File: src/hw/rtl/irs_pkg.sv
package irs_pkg;

    // Scan phase codes.
    localparam logic [1:0] PH_IDLE = 2'd0;
    localparam logic [1:0] PH_WAIT = 2'd1;
    localparam logic [1:0] PH_READ = 2'd2;

    // Input item opcodes.
    localparam logic OP_TICK = 1'b0;
    localparam logic OP_CONV = 1'b1;

    // Configuration register indexes.
    localparam logic [1:0] CFG_ENABLED   = 2'd0;
    localparam logic [1:0] CFG_CALIB_DIST = 2'd1;
    localparam logic [1:0] CFG_CALIB_INT  = 2'd2;

    // Configuration reset values.
    localparam logic       RST_ENABLED    = 1'b0;
    localparam logic [7:0] RST_CALIB_DIST = 8'd115;
    localparam logic [7:0] RST_CALIB_INT  = 8'd5;

    // Field widths and limits.
    localparam int        SAMPLE_W = 8;
    localparam int        DIST_W   = 20;
    localparam logic [19:0] DIST_MAX = 20'hFFFFF;

    // Sequencer commands to the datapath.
    typedef struct packed {
        logic accept;
        logic mul1;
        logic mul2;
        logic div_step;
        logic sqrt_step;
        logic done;
    } t_dp_cmd;

    // Datapath status back to the sequencer.
    typedef struct packed {
        logic need_calc;
        logic out_valid;
    } t_dp_sts;

endpackage

File: src/hw/rtl/irs_ctrl.sv
module irs_ctrl
    import irs_pkg::*;
#(
    parameter int DIST_FRAC_BITS = 8
) (
    input  logic    i_clk,
    input  logic    i_rst_n,
    input  logic    i_in_valid,
    input  logic    i_out_stall,
    input  t_dp_sts i_sts,
    output logic    o_in_stall,
    output t_dp_cmd o_cmd
);

    localparam int NUM_W    = 24 + 2 * DIST_FRAC_BITS;
    localparam int SQ_STEPS = NUM_W / 2;
    localparam int CNT_W    = $clog2(NUM_W);

    localparam logic [2:0] S_IDLE = 3'd0;
    localparam logic [2:0] S_MUL1 = 3'd1;
    localparam logic [2:0] S_MUL2 = 3'd2;
    localparam logic [2:0] S_DIV  = 3'd3;
    localparam logic [2:0] S_SQRT = 3'd4;
    localparam logic [2:0] S_DONE = 3'd5;

    logic [2:0]       r_state, n_state;
    logic [CNT_W-1:0] r_cnt, n_cnt;
    logic             accept;

    // An item is taken only while idle and with the output slot free or draining.
    assign o_in_stall = (r_state != S_IDLE) || (i_sts.out_valid && i_out_stall);
    assign accept     = i_in_valid && !o_in_stall;

    // Next state and step counter.
    always_comb begin
        n_state = r_state;
        n_cnt   = r_cnt;
        o_cmd   = '0;
        case (r_state)
            S_IDLE: begin
                o_cmd.accept = accept;
                if (accept && i_sts.need_calc) begin
                    n_state = S_MUL1;
                end
            end
            S_MUL1: begin
                o_cmd.mul1 = 1'b1;
                n_state    = S_MUL2;
            end
            S_MUL2: begin
                o_cmd.mul2 = 1'b1;
                n_cnt      = '0;
                n_state    = S_DIV;
            end
            S_DIV: begin
                o_cmd.div_step = 1'b1;
                if (r_cnt == CNT_W'(NUM_W - 1)) begin
                    n_cnt   = '0;
                    n_state = S_SQRT;
                end else begin
                    n_cnt = r_cnt + 1'b1;
                end
            end
            S_SQRT: begin
                o_cmd.sqrt_step = 1'b1;
                if (r_cnt == CNT_W'(SQ_STEPS - 1)) begin
                    n_cnt   = '0;
                    n_state = S_DONE;
                end else begin
                    n_cnt = r_cnt + 1'b1;
                end
            end
            S_DONE: begin
                o_cmd.done = 1'b1;
                n_state    = S_IDLE;
            end
            default: begin
                n_state = S_IDLE;
            end
        endcase
    end

    // State registers.
    always_ff @(posedge i_clk) begin
        if (!i_rst_n) begin
            r_state <= S_IDLE;
            r_cnt   <= '0;
        end else begin
            r_state <= n_state;
            r_cnt   <= n_cnt;
        end
    end

endmodule

File: src/hw/rtl/irs_dp.sv
module irs_dp
    import irs_pkg::*;
#(
    parameter int NUM_SENSORS    = 4,
    parameter int DIST_FRAC_BITS = 8
) (
    input  logic                i_clk,
    input  logic                i_rst_n,
    input  t_dp_cmd             i_cmd,
    output t_dp_sts             o_sts,
    input  logic                i_cfg_we,
    input  logic [1:0]          i_cfg_index,
    input  logic [7:0]          i_cfg_data,
    input  logic                i_opcode,
    input  logic [SAMPLE_W-1:0] i_sample,
    input  logic                i_out_stall,
    output logic                o_out_valid,
    output logic                o_emitter_on,
    output logic [1:0]          o_emitter_index,
    output logic                o_start_conversion,
    output logic                o_result_valid,
    output logic [1:0]          o_result_sensor,
    output logic [SAMPLE_W-1:0] o_result_reading,
    output logic [DIST_W-1:0]   o_result_distance,
    output logic                o_result_far
);

    localparam int IDX_W  = (NUM_SENSORS > 1) ? $clog2(NUM_SENSORS) : 1;
    localparam int NUM_W  = 24 + 2 * DIST_FRAC_BITS;
    localparam int ROOT_W = NUM_W / 2;
    localparam int REM_W  = ROOT_W + 2;
    localparam int EXT_W  = ROOT_W + DIST_W;

    // Configuration registers.
    logic       r_enabled;
    logic [7:0] r_calib_dist;
    logic [7:0] r_calib_int;

    // Scan state.
    logic [1:0]          r_phase, n_phase;
    logic [IDX_W-1:0]    r_idx, n_idx;
    logic                r_ready, n_ready;
    logic [SAMPLE_W-1:0] r_latched, n_latched;

    // Arithmetic registers.
    logic [15:0]       r_prod1;
    logic [23:0]       num;
    logic [NUM_W-1:0]  r_divq;
    logic [7:0]        r_rem;
    logic [ROOT_W-1:0] r_root;
    logic [REM_W-1:0]  r_sq_rem;

    // Output register.
    logic                r_out_valid;
    logic                r_emit_on;
    logic [1:0]          r_emit_idx;
    logic                r_start;
    logic                r_res_valid;
    logic [1:0]          r_res_sensor;
    logic [SAMPLE_W-1:0] r_res_reading;
    logic [DIST_W-1:0]   r_res_dist;
    logic                r_res_far;

    logic [1:0]       phase_cur;
    logic             start;
    logic             complete;
    logic             far;
    logic [IDX_W+1:0] idx_ext;
    logic [IDX_W:0]   idx_inc;
    logic [1:0]       idx2;

    logic [8:0]        div_t;
    logic              div_ge;
    logic [REM_W+1:0]  sq_cur;
    logic [REM_W+1:0]  sq_trial;
    logic              sq_ge;
    logic [EXT_W-1:0]  root_ext;
    logic [DIST_W-1:0] dist_sat;

    // Configuration writes; an index beyond the list is ignored.
    always_ff @(posedge i_clk) begin
        if (!i_rst_n) begin
            r_enabled    <= RST_ENABLED;
            r_calib_dist <= RST_CALIB_DIST;
            r_calib_int  <= RST_CALIB_INT;
        end else if (i_cfg_we) begin
            case (i_cfg_index)
                CFG_ENABLED:    r_enabled    <= i_cfg_data[0];
                CFG_CALIB_DIST: r_calib_dist <= i_cfg_data;
                CFG_CALIB_INT:  r_calib_int  <= i_cfg_data;
                default: begin
                end
            endcase
        end
    end

    // Scan sequencing for one item.
    always_comb begin
        phase_cur = ((r_phase == PH_WAIT) || (r_phase == PH_READ)) ? r_phase : PH_IDLE;
        n_phase   = phase_cur;
        n_idx     = r_idx;
        n_ready   = r_ready;
        n_latched = r_latched;
        start     = 1'b0;
        complete  = 1'b0;
        idx_inc   = {1'b0, r_idx} + 1'b1;
        if (i_opcode == OP_CONV) begin
            n_latched = i_sample;
            n_ready   = 1'b1;
        end else if (!r_enabled) begin
            n_phase = PH_IDLE;
        end else begin
            case (phase_cur)
                PH_IDLE: begin
                    n_phase = PH_WAIT;
                end
                PH_WAIT: begin
                    start   = 1'b1;
                    n_phase = PH_READ;
                end
                PH_READ: begin
                    if (r_ready) begin
                        n_ready  = 1'b0;
                        n_phase  = PH_IDLE;
                        complete = 1'b1;
                        n_idx    = (idx_inc >= (IDX_W + 1)'(NUM_SENSORS)) ? '0
                                                                          : idx_inc[IDX_W-1:0];
                    end
                end
                default: begin
                    n_phase = PH_IDLE;
                end
            endcase
        end
    end

    assign idx_ext         = {2'b00, r_idx};
    assign idx2            = idx_ext[1:0];
    assign far             = (r_latched < SAMPLE_W'(2));
    assign o_sts.need_calc = complete && !far;
    assign o_sts.out_valid = r_out_valid;

    always_ff @(posedge i_clk) begin
        if (!i_rst_n) begin
            r_phase   <= PH_IDLE;
            r_idx     <= '0;
            r_ready   <= 1'b0;
            r_latched <= '0;
        end else if (i_cmd.accept) begin
            r_phase   <= n_phase;
            r_idx     <= n_idx;
            r_ready   <= n_ready;
            r_latched <= n_latched;
        end
    end

    // Full calibration product; it is scaled into the dividend on the second multiply step.
    assign num = r_prod1 * r_calib_dist;

    // Division step: one quotient bit per cycle, restoring.
    assign div_t  = {r_rem, r_divq[NUM_W-1]};
    assign div_ge = (div_t >= {1'b0, r_latched});

    // Square root step: one root bit per cycle from two quotient bits.
    assign sq_cur   = {r_sq_rem, r_divq[NUM_W-1 -: 2]};
    assign sq_trial = {2'b00, r_root, 2'b01};
    assign sq_ge    = (sq_cur >= sq_trial);

    // Calibration product, then divide and root.
    always_ff @(posedge i_clk) begin
        if (i_cmd.mul1) begin
            r_prod1 <= r_calib_int * r_calib_dist;
        end
        if (i_cmd.mul2) begin
            r_divq   <= NUM_W'(num) << (2 * DIST_FRAC_BITS);
            r_rem    <= '0;
            r_root   <= '0;
            r_sq_rem <= '0;
        end
        if (i_cmd.div_step) begin
            r_rem  <= div_ge ? 8'(div_t - {1'b0, r_latched}) : div_t[7:0];
            r_divq <= {r_divq[NUM_W-2:0], div_ge};
        end else if (i_cmd.sqrt_step) begin
            r_sq_rem <= sq_ge ? REM_W'(sq_cur - sq_trial) : REM_W'(sq_cur);
            r_root   <= {r_root[ROOT_W-2:0], sq_ge};
            r_divq   <= r_divq << 2;
        end
    end

    // Saturate the root to the distance field.
    assign root_ext = EXT_W'(r_root);
    assign dist_sat = (root_ext > EXT_W'(DIST_MAX)) ? DIST_MAX : root_ext[DIST_W-1:0];

    // Output register; payload is written at accept, distance at the end of a measurement.
    always_ff @(posedge i_clk) begin
        if (i_cmd.accept) begin
            r_emit_on     <= (n_phase != PH_IDLE);
            r_emit_idx    <= idx2;
            r_start       <= start;
            r_res_valid   <= complete;
            r_res_sensor  <= complete ? idx2 : 2'd0;
            r_res_reading <= complete ? r_latched : '0;
            r_res_far     <= complete && far;
            r_res_dist    <= '0;
        end else if (i_cmd.done) begin
            r_res_dist <= dist_sat;
        end
    end

    always_ff @(posedge i_clk) begin
        if (!i_rst_n) begin
            r_out_valid <= 1'b0;
        end else if ((i_cmd.accept && !o_sts.need_calc) || i_cmd.done) begin
            r_out_valid <= 1'b1;
        end else if (r_out_valid && !i_out_stall) begin
            r_out_valid <= 1'b0;
        end
    end

    assign o_out_valid        = r_out_valid;
    assign o_emitter_on       = r_emit_on;
    assign o_emitter_index    = r_emit_idx;
    assign o_start_conversion = r_start;
    assign o_result_valid     = r_res_valid;
    assign o_result_sensor    = r_res_sensor;
    assign o_result_reading   = r_res_reading;
    assign o_result_distance  = r_res_dist;
    assign o_result_far       = r_res_far;

endmodule

File: src/hw/rtl/ir_range_sensor_scanner.sv
// Channel  | Direction | Handshake                | Payload
// ---------+-----------+--------------------------+----------------------------------
// input    | in        | i_in_valid / o_in_stall  | i_opcode, i_sample
// output   | out       | o_out_valid / i_out_stall| emitter, start, result fields
// config   | in        | i_cfg_we                 | i_cfg_index, i_cfg_data
//
// An item that completes no measurement, or one whose reading is below two, is
// registered at the output in the cycle it is accepted. A measuring item passes
// two multiply steps, a divide of 24 + 2*DIST_FRAC_BITS quotient bits and a square
// root of 12 + DIST_FRAC_BITS root bits in a shared shift-subtract datapath, then a
// load step. One item is in flight at a time; the next is taken once the sequencer
// is idle and the output register is free or being drained. Reset is synchronous
// and active low, with no clearing pass.
module ir_range_sensor_scanner
    import irs_pkg::*;
#(
    parameter int NUM_SENSORS    = 4,
    parameter int DIST_FRAC_BITS = 8
) (
    input  logic                i_clk,
    input  logic                i_rst_n,
    input  logic                i_in_valid,
    output logic                o_in_stall,
    input  logic                i_opcode,
    input  logic [SAMPLE_W-1:0] i_sample,
    output logic                o_out_valid,
    input  logic                i_out_stall,
    output logic                o_emitter_on,
    output logic [1:0]          o_emitter_index,
    output logic                o_start_conversion,
    output logic                o_result_valid,
    output logic [1:0]          o_result_sensor,
    output logic [SAMPLE_W-1:0] o_result_reading,
    output logic [DIST_W-1:0]   o_result_distance,
    output logic                o_result_far,
    input  logic                i_cfg_we,
    input  logic [1:0]          i_cfg_index,
    input  logic [7:0]          i_cfg_data
);

    t_dp_cmd cmd;
    t_dp_sts sts;

    // Sequencer.
    irs_ctrl #(
        .DIST_FRAC_BITS(DIST_FRAC_BITS)
    ) u_ctrl (
        .i_clk      (i_clk),
        .i_rst_n    (i_rst_n),
        .i_in_valid (i_in_valid),
        .i_out_stall(i_out_stall),
        .i_sts      (sts),
        .o_in_stall (o_in_stall),
        .o_cmd      (cmd)
    );

    // Scan state, arithmetic and output register.
    irs_dp #(
        .NUM_SENSORS   (NUM_SENSORS),
        .DIST_FRAC_BITS(DIST_FRAC_BITS)
    ) u_dp (
        .i_clk             (i_clk),
        .i_rst_n           (i_rst_n),
        .i_cmd             (cmd),
        .o_sts             (sts),
        .i_cfg_we          (i_cfg_we),
        .i_cfg_index       (i_cfg_index),
        .i_cfg_data        (i_cfg_data),
        .i_opcode          (i_opcode),
        .i_sample          (i_sample),
        .i_out_stall       (i_out_stall),
        .o_out_valid       (o_out_valid),
        .o_emitter_on      (o_emitter_on),
        .o_emitter_index   (o_emitter_index),
        .o_start_conversion(o_start_conversion),
        .o_result_valid    (o_result_valid),
        .o_result_sensor   (o_result_sensor),
        .o_result_reading  (o_result_reading),
        .o_result_distance (o_result_distance),
        .o_result_far      (o_result_far)
    );

endmodule
File: config.mk
export PLATFORM = sky130hd
export DESIGN_NAME = ir_range_sensor_scanner
export DESIGN_NICKNAME = d
export VERILOG_FILES = /design/src/hw/rtl/irs_pkg.sv /design/src/hw/rtl/irs_ctrl.sv /design/src/hw/rtl/irs_dp.sv /design/src/hw/rtl/ir_range_sensor_scanner.sv
export SDC_FILE = /design/constraint.sdc
export NUM_CORES = 1
export LEC_CHECK = 0
export BUFFER_PORTS_ARGS = -buffer_cell sky130_fd_sc_hd__clkbuf_2
export CAP_MARGIN = 20
export CORE_ASPECT_RATIO = 1.1
export CORE_MARGIN = 1.5
export CORE_UTILIZATION = 45
export DETAILED_ROUTE_END_ITERATION = 6
export PLACE_DENSITY = 0.66
export SETUP_SLACK_MARGIN = 0.15
export SLEW_MARGIN = 5
export SYNTH_ARGS = -nofsm -noshare
export SYNTH_HDL_FRONTEND = slang
export SYNTH_HIERARCHICAL = 1
export SYNTH_SLANG_ARGS = --single-unit
File: constraint.sdc
create_clock -name i_clk -period 5.81 [get_ports i_clk]
set_clock_uncertainty 0.05 [all_clocks]
set_input_delay 1.162 -clock i_clk [delete_from_list [all_inputs] [get_ports i_clk]]
set_output_delay 1.162 -clock i_clk [all_outputs]
set_load 0.05 [all_outputs]
# Word-level counts from Yosys, hierarchy flattened

Index checks and enable logic that the tools add are counted.
W data, S select, Z words.

Flip-flop bits (word level): 182
Output and inout port bits: 38

Add/sub/neg operators: 4
Multipliers: 2
Order comparisons: 5
Equality and inequality tests: 16
Multiplexer cells: 43
Bitwise operators: 2
Reduce and logical (&&, ||, !) cells: 33

Operators with widths:

| kind                   | count |
|---|---|
| $mux W40               | 3 |
| $mux W22               | 4 |
| $mux W20               | 4 |
| $ge A24 B22 Y1         | 1 |
| $mul A16 B8 Y24        | 1 |
| $mux W8                | 3 |
| $sub A22 B22 Y22       | 1 |
| $gt A20 B20 Y1 const B | 1 |
| $pmux W6 S3            | 1 |
| $mul A8 B8 Y16         | 1 |
| $mux W1                | 16 |
| $pmux W3 S5            | 1 |
| $mux W6                | 2 |
| $mux W2                | 5 |
| $reduce_bool A2 Y1     | 5 |
| $ge A9 B8 Y1           | 1 |
| $mux W3                | 3 |
| $reduce_bool A3 Y1     | 3 |
| $lt A8 B2 Y1 const B   | 1 |
| $reduce_and A2 Y1      | 4 |
| $sub A8 B8 Y8          | 1 |
| $logic_and A1 B1 Y1    | 7 |
| $add A6 B1 Y6 const B  | 1 |
| $eq A2 B1 Y1 const B   | 3 |
| 18 further kinds       | 32 |

# Depth between registers and ports, before layout

Gate-level depths: netlist of run 1.

Word-level depth: 12
Depth in mapped cells: 19

# Hierarchy

Netlist of run 1, hierarchy kept.

Modules (own cells, without submodules):

| module   | instances | cells an instance | area an instance (um^2) | sequential area each (um^2) |
|---|---|---|---|---|
| irs_dp   | 1         | 1534              | 14342.5                 | 4264.1 |
| irs_ctrl | 1         | 67                | 586.8                   | 180.2 |

# Worst setup path after synthesis of run 1

No wires, ideal clock.

Kind: register to register
Start point: reg u_dp.r_calib_dist[7]
End point: reg u_dp.r_divq[35], data pin
Setup time: 261 ps
Arrival time: 4615 ps
Data required time: 5499 ps
Slack: 884 ps
Cell stages (with the launch flop): 19
Path buffers: 1
Cell sequence: dfxtp_1 -> clkbuf_1 -> nand2_1 -> fa_1 -> fa_1 -> inv_1 -> fa_1 -> inv_1 -> fa_1 -> inv_1 -> ha_1 -> o21a_1 -> o31a_1 -> o31ai_2 -> nand2_1 -> a31o_4 -> a31oi_4 -> nor3_1 -> o32a_1

Cells in the longest elaborated chain, start to end: 4

RTL lines:

| element                | line          | text |
|---|---|---|
| from (decl)            | irs_dp.sv:36  | `logic [7:0] r_calib_dist;` |
| from (signal assigned) | irs_dp.sv:89  | `CFG_CALIB_DIST: r_calib_dist <= i_cfg_data;` |
| $mul A16 B8 Y24        | irs_dp.sv:158 | `assign num = r_prod1 * r_calib_dist;` |
| $mux W40               | irs_dp.sv:174 | `if (i_cmd.mul2) begin` |
| $mux W40               | irs_dp.sv:183 | `end else if (i_cmd.sqrt_step) begin` |
| $mux W40               | irs_dp.sv:180 | `if (i_cmd.div_step) begin` |
| to (signal assigned)   | irs_dp.sv:175 | `r_divq <= NUM_W'(num) << (2 * DIST_FRAC_BITS);` |
| to (signal assigned)   | irs_dp.sv:182 | `r_divq <= {r_divq[NUM_W-2:0], div_ge};` |
| to (signal assigned)   | irs_dp.sv:186 | `r_divq <= r_divq << 2;` |
| to (decl)              | irs_dp.sv:48  | `logic [NUM_W-1:0] r_divq;` |

Every way passes these cells. The select of a mux whose other input is x is not followed.
A chain may end at the register's enable or synchronous reset.

# Worst setup path after layout of run 1

Start point: reg u_dp.r_prod1[10]
End point: reg u_dp.r_divq[39], data pin

Cells in the longest elaborated chain, start to end: 4

RTL lines:

| element                | line          | text |
|---|---|---|
| from (decl)            | irs_dp.sv:46  | `logic [15:0] r_prod1;` |
| from (signal assigned) | irs_dp.sv:172 | `r_prod1 <= r_calib_int * r_calib_dist;` |
| $mul A16 B8 Y24        | irs_dp.sv:158 |  |
| $mux W40               | irs_dp.sv:174 |  |
| $mux W40               | irs_dp.sv:183 |  |
| $mux W40               | irs_dp.sv:180 |  |

Every way passes these cells. The select of a mux whose other input is x is not followed.

==> results of run 1 <==
## registers in the layout (all words and copies together) (netlist names), 2 cells and up
signal,flops
u_dp/r_root,20
u_dp/r_calib_int,8
u_dp/idx2,2
u_dp/r_phase,2
u_ctrl/r_state,3
u_dp/o_emitter_index,2
u_dp/r_sq_rem,22
u_dp/r_rem,8
u_dp/r_prod1,16
u_dp/r_divq,40
u_dp/o_result_reading,8
u_dp/o_result_distance,20
u_dp/o_result_sensor,2
u_ctrl/r_cnt,6
u_dp/r_latched,8
u_dp/r_calib_dist,8
## kinds of logic (layout without fill, tap and decap cells)
logic type      count (synthesis)  count (layout)  synth area share
simple gates                  538             538             0.185
mux                            41              41            0.0279
buf+inv                       260             298            0.0678
fa+ha+maj                     235             235             0.258
compound gates                296             296             0.135
flops                         182             182             0.298
xor+xnor                       49              49            0.0287
## power groups by stage
stage	Sequential, mW	Combinational (mW)	Clock [mW]
6_report	1.55	2.04	1.23
5_1_grt	1.56	2.33	1.31
4_1_cts	1.55	2.04	1.26
3_5_place_dp	1.58	2.02	0
3_3_place_gp	1.58	1.98	0
2_1_floorplan	1.57	1.65	0
## repair_timing
action,4_1_cts,5_1_grt
resized for setup,0,3
setup buffers,0,0
endpoints found under the setup margin,0,5
## per-layer routing
metal	track usage	vias to the layer above	wire length, um
met2	0.345	213	16100
li1	-	5418	-
met1	0.249	5400	14300
met3	0.0257	41	995
met4	0.0471	0	442
met5	0	-	0
## worst max-delay path, delay by kind of cell, from the launching register on
family	cells	cell delay [ps]
adder cells (fa/ha/maj)	5	2520
AO/OA/AOI/OAI	6	1220
flip-flops	1	530
AND/OR/NAND/NOR	1	240
XOR/XNOR	1	230
buffers and inverters	4	210
## synthesized netlist by cell type, drive strengths merged (25+ instances only)
master / number / share of area
a21oi: 61 / 0.021
and2: 150 / 0.063
clkbuf: 52 / 0.013
dfxtp: 102 / 0.14
edfxtp: 80 / 0.16
fa: 121 / 0.16
ha: 114 / 0.096
inv: 189 / 0.048
mux2i: 36 / 0.024
nand2: 163 / 0.041
nand3: 38 / 0.013
nor2: 84 / 0.021
o21ai: 72 / 0.025
o31ai: 25 / 0.013
xnor2: 29 / 0.017
## layout make-up
| class | count | area [um^2] | share of cell area |
|---|---|---|---|
| Clock buffer | 17 | 425 | 0.0262 |
| Clock inverter | 15 | 211 | 0.0130 |
| Sequential cell | 182 | 4450 | 0.274 |
| Multi-Input combinational cell | 1159 | 9500 | 0.585 |
| Inverter | 189 | 709 | 0.0436 |
| Tap cell | 426 | 533 | 0.0328 |
| Timing Repair Buffer | 77 | 425 | 0.0262 |
## how the worst max path moves through the flow
stage / start / to / slack, ps / cells past startpoint
after floorplan: u_dp/r_calib_dist[7]$_SDFFE_PN0P_ / u_dp/r_divq[35]$_DFFE_PP_ / 880 / 18
after global placement: u_dp/r_calib_dist[7]$_SDFFE_PN0P_ / u_dp/r_divq[35]$_DFFE_PP_ / 460 / 17
after detailed placement: u_dp/r_calib_dist[7]$_SDFFE_PN0P_ / u_dp/r_divq[35]$_DFFE_PP_ / 290 / 17
after CTS: u_dp/r_calib_dist[7]$_SDFFE_PN0P_ / u_dp/r_divq[35]$_DFFE_PP_ / 300 / 17
after global routing: u_dp/r_prod1[10]$_DFFE_PP_ / u_dp/r_divq[38]$_DFFE_PP_ / 230 / 17
final: u_dp/r_prod1[10]$_DFFE_PP_ / u_dp/r_divq[39]$_DFFE_PP_ / 540 / 17
==> impl_results.md, run 1 <==
- Status: completed
- Yosys cell types: 78
- Maximum VDD drop: 0.210 mV
- Die Wd: 177 um
- Gr ovfl total: 0
- Number of fill cells: 3054
- Critical path class: reg2reg
- Setup ws final: 539 ps
- Max-slew headroom: 0.292
- CP max stage delay: 530 ps
- Place WS: 288 ps
- MaxCap Viol Count: 0
- Setup Viol. Count Final: 0
- Clock-pin slew on the worst setup and hold paths: 90 ps
- Post-synth EDFFs: 80
- Area Growth Syn to Fin: 8.88%
- Crit Path Max Fanout: 8
- Largest net degree at the start of global routing: 54
- FFs w/ async S/R, synth: 0
- Share of cells above drive strength 1: 0.0921
- Hold endpoint: u_dp/r_root[8]$_DFF_P_
- DR WL/cell: 15.5 um
- Clock Latency Late Sink: 440 ps
- Clock share of power: 0.255
- Final hold viol count: 0
- Mapped Cells: 1601
- Internal Power: 2.97 mW
- Max-slew violations: 0
- Final WL: 31900 um
- YS warnings: 6
- CP Capture Type: flip-flop
- Worst reg2reg path depth: 17
- Root Buffer: clkbuf_16
- Post-Place Cell Area: 0.0156 mm^2
- Number of H-tree levels: 4
- GRT Overall Usage: 0.195
- Comb power frac: 0.424
- # clock sinks: 182
- N_diodes: 0
- RSZ-0062 raised after global routing: no
- Post-synthesis sequential area ratio: 0.298
- Vias per inst: 5.36
- Vias in the first global route: 11100
- Fin util: 0.501
- Dpl hpwl: 24300 um
- CTS buffer count: 17
- Die height: 194 um
- Routed vias: 11100
- Final instance area: 0.0163 mm^2
- Hold Crit Class: reg2reg
- Finished Layout Cells: 2065
- CTS Buffer Depth: 2
- Arr. time, crit path: 5400 ps
- Post-Syn Area: 0.0149 mm^2
- Tcrit/Tclk final: 0.907
- Setup TNS: 0 ps
- Sequential power share: 0.321
- IO Count: 62
- Top_reg_cell synth: dfxtp_1
- Commonest cells after routing, fill and taps aside: inv_1, nand2_1, and2_1, fa_1, ha_1
- Worst path required time: 5940 ps
- Pleak: 7.14 nW
- Placed cell count: 2032
- WHS: 422 ps
- Worst r2r src: u_dp/r_prod1[10]$_DFFE_PP_
- DRC Markers: 0
- CTS tree: yes
- FF-to-FF End: u_dp/r_divq[39]$_DFFE_PP_
- Sw Pwr: 1.85 mW
- Post-Syn Nets: 1860
- Hold-fix buffers, CTS: 0
- Layout Nets: 1885
- Number of synthesized register bits: 182
- Row count: 69
- First-pass GRT wire length: 54500 um
- Post-route ant nets: 0
- Starting Density: 0.460
- Switching Share: 0.384
- PortBufs: 61
- P per Cell Area: 297 mW/mm^2
- Critical-path cell list: and2_1 -> fa_1 -> inv_1 -> fa_1 -> inv_1 -> fa_1 -> inv_1 -> fa_1 -> inv_1 -> ha_1 -> a2111oi_0 -> o21ai_0 -> a31o_2 -> a21oi_1 -> o21ai_0 -> xnor2_1 -> a21oi_1
- Hold path cells: 2
- Most common cell after layout, fill and taps aside: inv_1
- Element type at the critical path start: flip-flop
- Initial antenna violation count: 0
- Slowest CP cell: edfxtp_1
- Fmax: 190 MHz
- Core Footprint: 0.0325 mm^2
- DIE AREA: 0.0343 mm^2
- DRT Pass-1 Iters: 5
- HP Start: u_dp/r_root[7]$_DFF_P_
- Number of DRC markers in iteration 0: 699
- Mean Syn Cell Area: 9.32 um^2
- Worst Tran Pin Value: 1060 ps
- Tmin final: 5270 ps
- Power Total: 4.82 mW
- Final RePlAce weighted congestion: 0.887
- Setup slack, reg-to-reg: 540 ps
Note: power is estimated with default switching activity, not from simulation.
==> run 2: changes to the inputs <==
--- a/config.mk
+++ b/config.mk
@@ -11,4 +11,5 @@
 export CORE_MARGIN = 1.5
 export CORE_UTILIZATION = 45
+export CTS_BUF_LIST = sky130_fd_sc_hd__clkbuf_8
 export DETAILED_ROUTE_END_ITERATION = 6
 export PLACE_DENSITY = 0.66
@@ -17,4 +18,3 @@
 export SYNTH_ARGS = -nofsm -noshare
 export SYNTH_HDL_FRONTEND = slang
-export SYNTH_HIERARCHICAL = 1
 export SYNTH_SLANG_ARGS = --single-unit
==> constraint.sdc (replaced) <==
create_clock -name i_clk -period 5.81 [get_ports i_clk]
set_clock_uncertainty 0.05 [all_clocks]
set_input_delay 0.2905 -clock i_clk [delete_from_list [all_inputs] [get_ports i_clk]]
set_output_delay 0.2905 -clock i_clk [all_outputs]
set_load 0.05 [all_outputs]
==> impl_results.md, run 2 <==
- Top flop regs: u_dp.r_divq x40, u_dp.r_sq_rem x22
- Post-Syn Nets: 1836
- Element type at the critical path start: flip-flop
- IO Count: 62
- Vias in the first global route: 11100
- Final instance area: 0.0158 mm^2
- Vias per inst: 5.27
- Starting Density: 0.461
- Gr ovfl total: 0
- Critical path class: reg2reg
- Area Growth Syn to Fin: 8.50%
- Top_reg_cell synth: dfxtp_1
- Post-synth EDFFs: 80
- Most frequent cell after synthesis: nand2_1
- Max-slew violations: 0
- Fmax: 193 MHz
- Tcrit/Tclk final: 0.894
- Die Wd: 174 um
- Post-Syn Area: 0.0145 mm^2
- Pleak: 6.87 nW
- PortBufs: 61
- RSZ-0062 raised after global routing: no
- CP Capture Type: flip-flop
- Arr. time, crit path: 5380 ps
- Mean Syn Cell Area: 9.22 um^2
- Number of flip-flops in the largest register: 40
- Largest net degree at the start of global routing: 59
- DIE AREA: 0.0334 mm^2
- Setup Viol. Count Final: 0
- Worst Tran Pin Value: 904 ps
- Crit Path Max Fanout: 8
- Simple-gate share of the synthesized area: 0.182
- Final hold viol count: 0
- Top area cells in the synthesized netlist: fa_1, edfxtp_1, dfxtp_1
- Root Buffer: clkbuf_8
- Maximum VDD drop: 0.149 mV
- Compound-Gate Fraction of Synth Area: 0.138
- CTS buffer count: 17
- Final RePlAce weighted congestion: 0.862
- Yosys cell types: 68
- Commonest cells after routing, fill and taps aside: nand2_1, inv_1, and2_1, fa_1, ha_1
- MaxCap Viol Count: 0
- Post-synthesis sequential area ratio: 0.306
- Number of synthesized register bits: 182
- Routed vias: 10800
- Final WL: 31100 um
- CTS Buffer Depth: 2
- Main combinational cell family by area after synthesis: adder cells
- Number of DRC markers in iteration 0: 685
- Max-slew headroom: 0.397
- Setup TNS: 0 ps
- Post-synthesis xor/xnor area fraction: 0.0307
- Worst path required time: 6000 ps
- Post-route ant nets: 0
- DRT Pass-1 Iters: 5
- GRT Overall Usage: 0.200
- Tmin final: 5190 ps
- FFs w/ async S/R, synth: 0
- Adder-cell area share of the yosys netlist: 0.265
- Most flops, register: u_dp.r_divq
- First-pass GRT wire length: 54500 um
- Clock-pin slew on the worst setup and hold paths: 110 ps
- Core Footprint: 0.0316 mm^2
- Power Total: 3.75 mW
- Number of fill cells: 2955
- Leading area contributor after synthesis: fa_1
- Mux cell area share after synthesis: 0.00964
- DRC Markers: 0
- DR WL/cell: 15.2 um
- Most common cell after layout, fill and taps aside: nand2_1
- N_diodes: 0
- Layout Nets: 1877
- Dpl hpwl: 23900 um
- Share of cells above drive strength 1: 0.0779
- Mapped Cells: 1577
- Hold Crit Class: in2reg
- Post-synth top area share: 0.167
- Initial antenna violation count: 0
- # clock sinks: 182
- Post-Place Cell Area: 0.0152 mm^2
- Row count: 68
- YS warnings: 0
- P per Cell Area: 237 mW/mm^2
- Clock Latency Late Sink: 490 ps
- CTS tree: yes
- Die height: 192 um
- Synth cell count leaders: nand2_1, inv_1, and2_1, fa_1, ha_1
- Status: completed
- Number of H-tree levels: 4
==> run 2: report_power, final <==
group          switching, mW  internal (mW)
sequential            0.0284           1.41
clock                  0.566          0.341
combinational          0.800          0.602
==> run 2: repair_timing <==
| item | in CTS | in global routing |
|---|---|---|
| setup buffers | 0 | 0 |
| hold buffers | 9 | 0 |
| resized for setup | 0 | 2 |
| hold endpoints to repair | 9 | 0 |
| setup endpoints to repair | 0 | 1 |
==> run 2: per-stage QoR <==
stage | hold WS [ps] | util | std cells | setup slack (ps)
global placement | 392 | 0.482 | 2008 | 628
finish | 16.5 | 0.500 | 2051 | 617
global route | 24.4 | 0.500 | 2051 | 224
CTS | 5.31 | 0.499 | 2049 | 507
detailed placement | 400 | 0.482 | 2008 | 498
floorplan | 365 | - | 1577 | 881
==> run 2: metal layers <==
metal	track usage	part of all wire	routed length, um	vias up
met4	0.0570	0.020	610	0
met5	0	0	0	-
met3	0.0249	0.021	650	37
met2	0.359	0.50	15600	131
met1	0.252	0.46	14200	5259
li1	-	-	-	5372
==> run 2: layout make-up <==
| cell class | instances | area (um^2) | area share |
|---|---|---|---|
| Multi-Input combinational cell | 1136 | 9100 | 0.577 |
| Sequential cell | 182 | 4450 | 0.282 |
| Inverter | 194 | 728 | 0.0462 |
| Timing Repair Buffer | 87 | 543 | 0.0344 |
| Tap cell | 420 | 526 | 0.0333 |
| Clock buffer | 17 | 234 | 0.0148 |
| Clock inverter | 15 | 194 | 0.0123 |
==> run 2: worst paths after layout <==
| check | end | cells past startpoint | start | slack [ps] |
|---|---|---|---|---|
| max | u_dp.r_divq[39]$_DFFE_PP_ | 16 | u_dp.r_prod1[1]$_DFFE_PP_ | 620 |
| min reg2reg | u_dp.o_result_distance[13]$_SDFFE_PP0P_ | 2 | u_dp.o_result_distance[13]$_SDFFE_PP0P_ | 410 |
| max reg2reg | u_dp.r_divq[39]$_DFFE_PP_ | 16 | u_dp.r_prod1[1]$_DFFE_PP_ | 620 |
| min | u_dp.r_calib_dist[0]$_SDFFE_PN1P_ | 3 | i_cfg_data[0] | 20 |
==> run 2: critical path, cell delays in order (launching register included) <==
cell and delay, ps:
edfxtp_1 510, and2_1 230, fa_1 500, fa_1 510, fa_1 540, inv_1 50
fa_1 520, inv_1 40, ha_1 380, o211ai_1 120, a21o_1 180, a32oi_1 340
a31oi_1 230, o311ai_1 320, o211ai_1 150, xnor2_1 200, o21ai_1 70
==> run 2: cells by family after synthesis <==
kind of cell,Yosys count
XOR/XNOR,51
flip-flops,182
buffers and inverters,259
AND/OR/NAND/NOR,530
multiplexers,14
AO/OA/AOI/OAI,306
adder cells (fa/ha/maj),235
==> run 3: changes to the inputs <==
--- a/config.mk
+++ b/config.mk
@@ -6,4 +6,5 @@
 export NUM_CORES = 1
 export LEC_CHECK = 0
+export ABC_AREA = 1
 export BUFFER_PORTS_ARGS = -buffer_cell sky130_fd_sc_hd__clkbuf_2
 export CAP_MARGIN = 20
==> constraint.sdc (replaced) <==
create_clock -name i_clk -period 5.81 [get_ports i_clk]
set_clock_uncertainty 0.05 [all_clocks]
set_input_delay 0.8715 -clock i_clk [delete_from_list [all_inputs] [get_ports i_clk]]
set_output_delay 0.8715 -clock i_clk [all_outputs]
set_load 0.05 [all_outputs]
==> impl_results.md, run 3 <==
- Status: completed
- Top area cells in the synthesized netlist: fa_1, edfxtp_1, nand2_1
- Place WS: 749 ps
- Vias per inst: 4.98
- Hold Crit Class: reg2reg
- MaxCap Viol Count: 0
- Post-route ant nets: 0
- # clock sinks: 182
- Share of cells above drive strength 1: 0.0669
- Register area: 0.00444 mm^2
- Most flops, register: u_dp.r_divq
- DR WL/cell: 13.6 um
- Root Buffer: clkbuf_8
- Maximum VDD drop: 0.443 mV
- Area Growth Syn to Fin: 5.94%
- Post_cts resized: 0
- Post-synth EDFFs: 80
- Setup ws final: 713 ps
- Number of flip-flops in the largest register: 40
- FFs w/ async S/R, synth: 0
- Synth cell count leaders: nand2_1, inv_1, fa_1, nand3_1, ha_1
- Die Wd: 183 um
- Commonest cells after routing, fill and taps aside: nand2_1, inv_1, fa_1, nand3_1, ha_1
- Most common cell after layout, fill and taps aside: nand2_1
- Leading area contributor after synthesis: fa_1
- P per Cell Area: 566 mW/mm^2
- Area of the multi-input gates: 0.00927 mm^2
- Post-Place Cell Area: 0.0165 mm^2
- Layout Nets: 2429
- Initial antenna violation count: 0
- Gr ovfl total: 0
- Tmin final: 5100 ps
- Post-synth top area share: 0.152
- Setup Fix Bufs, Post-CTS: 0
- Post-Syn Area: 0.0160 mm^2
- Final WL: 35700 um
- Dpl hpwl: 27600 um
- Fmax: 196 MHz
- Row count: 72
- CTS buffer count: 17
- CP Capture Type: flip-flop
- Die height: 201 um
- Element type at the critical path start: flip-flop
- Number of fill cells: 3457
- Top_reg_cell synth: dfxtp_1
- DRC Markers: 0
- Most frequent cell after synthesis: nand2_1
- Max-slew violations: 0
- Starting Density: 0.456
- Max-slew headroom: 0.315
- Final instance area: 0.0169 mm^2
- PortBufs: 61
- Setup TNS: 0 ps
- First-pass GRT wire length: 61600 um
- Final hold viol count: 0
- DRT Pass-1 Iters: 5
- Routed vias: 13100
- CTS Buffer Depth: 2
- RSZ-0062 raised after global routing: no
- Number of DRC markers in iteration 0: 785
- Arr. time, crit path: 5320 ps
- Setup Viol. Count Final: 0
- GRT Overall Usage: 0.206
- Tcrit/Tclk final: 0.877
- DIE AREA: 0.0366 mm^2
- Clock-pin slew on the worst setup and hold paths: 100 ps
- Crit Path Max Fanout: 25
- Yosys cell types: 53
- Top flop regs: u_dp.r_divq x40, u_dp.r_sq_rem x22
- N_diodes: 0
- Mean Syn Cell Area: 7.36 um^2
- Core Footprint: 0.0350 mm^2
- Clock Latency Late Sink: 520 ps
- Post-synthesis sequential area ratio: 0.278
- Vias in the first global route: 13000
- Fin util: 0.483
- Number of synthesized register bits: 182
- IO Count: 62
- Critical path class: reg2reg
- Mapped Cells: 2169
- Worst Tran Pin Value: 1020 ps
- YS warnings: 0
- Final RePlAce weighted congestion: 0.918
- Largest net degree at the start of global routing: 90
- CTS tree: yes
- Post-Syn Nets: 2428
- Worst path required time: 6030 ps
- Number of H-tree levels: 4
- Pleak: 9.32 nW
- Hold-fix buffers, CTS: 0
## run 3: cell families after synthesis
logic type,after synthesis,synth area share
buffers and inverters,588,0.142
adder cells (fa/ha/maj),235,0.241
XOR/XNOR,33,0.0181
AO/OA/AOI/OAI,240,0.0850
flip-flops,182,0.278
AND/OR/NAND/NOR,891,0.236
## run 3: critical path, cell delays in order, from the launching register on
cell and delay (ps):
dfxtp_1 990, nand2_1 200, fa_1 530, fa_1 490
inv_1 50, fa_1 530, inv_1 50, fa_1 530
inv_1 40, ha_1 330, nand2_1 120, nor2_1 210
nand2_1 80, o211ai_1 190, nand3_1 180, nand2_1 100
nand2_1 50, nand3_1 60, nand3_1 60
## run 3: per-layer routing
layer	vias to the layer above	GRT usage	wire, um	part of all wire
li1	6646	-	-	-
met1	6183	0.263	16300	0.46
met2	202	0.356	17500	0.49
met3	45	0.0323	1230	0.035
met4	0	0.0661	652	0.018
met5	-	0	0	0
## run 3: per-stage QoR
step | power [mW] | cells | hold slack [ps]
detailed placement | 8.70 | 2595 | 412
CTS | 9.63 | 2627 | 429
global route | 10.7 | 2627 | 445
global placement | 8.59 | 2595 | 410
floorplan | 7.37 | 2169 | 384
finish | 9.58 | 2627 | 425
## run 3: cell type report
type | count | area share
clock buffer | 17 | 0.0138
inverter | 500 | 0.111
tap | 444 | 0.0328
timing repair buffer | 70 | 0.0220
clock inverter | 15 | 0.00969
sequential | 182 | 0.263
multi-input combinational | 1399 | 0.548
## run 3: report_power, final
group / internal (mW) / total [mW] / leakage (nW) / switching [mW]
clock network: 0.391 / 0.893 / 0.204 / 0.502
logic: 2.42 / 6.79 / 7.55 / 4.38
registers: 1.74 / 1.89 / 1.57 / 0.153
## run 3: final timing paths
kind | slack (ps) | startpoint | end | cells past startpoint
worst min-delay path | 420 | u_dp.r_sq_rem[20]$_DFF_P_ | u_dp.r_sq_rem[20]$_DFF_P_ | 2
worst min register to register | 420 | u_dp.r_sq_rem[20]$_DFF_P_ | u_dp.r_sq_rem[20]$_DFF_P_ | 2
worst max register to register | 710 | u_dp.r_calib_dist[3]$_SDFFE_PN0P_ | u_dp.r_divq[34]$_DFFE_PP_ | 18
worst max-delay path | 710 | u_dp.r_calib_dist[3]$_SDFFE_PN0P_ | u_dp.r_divq[34]$_DFFE_PP_ | 18
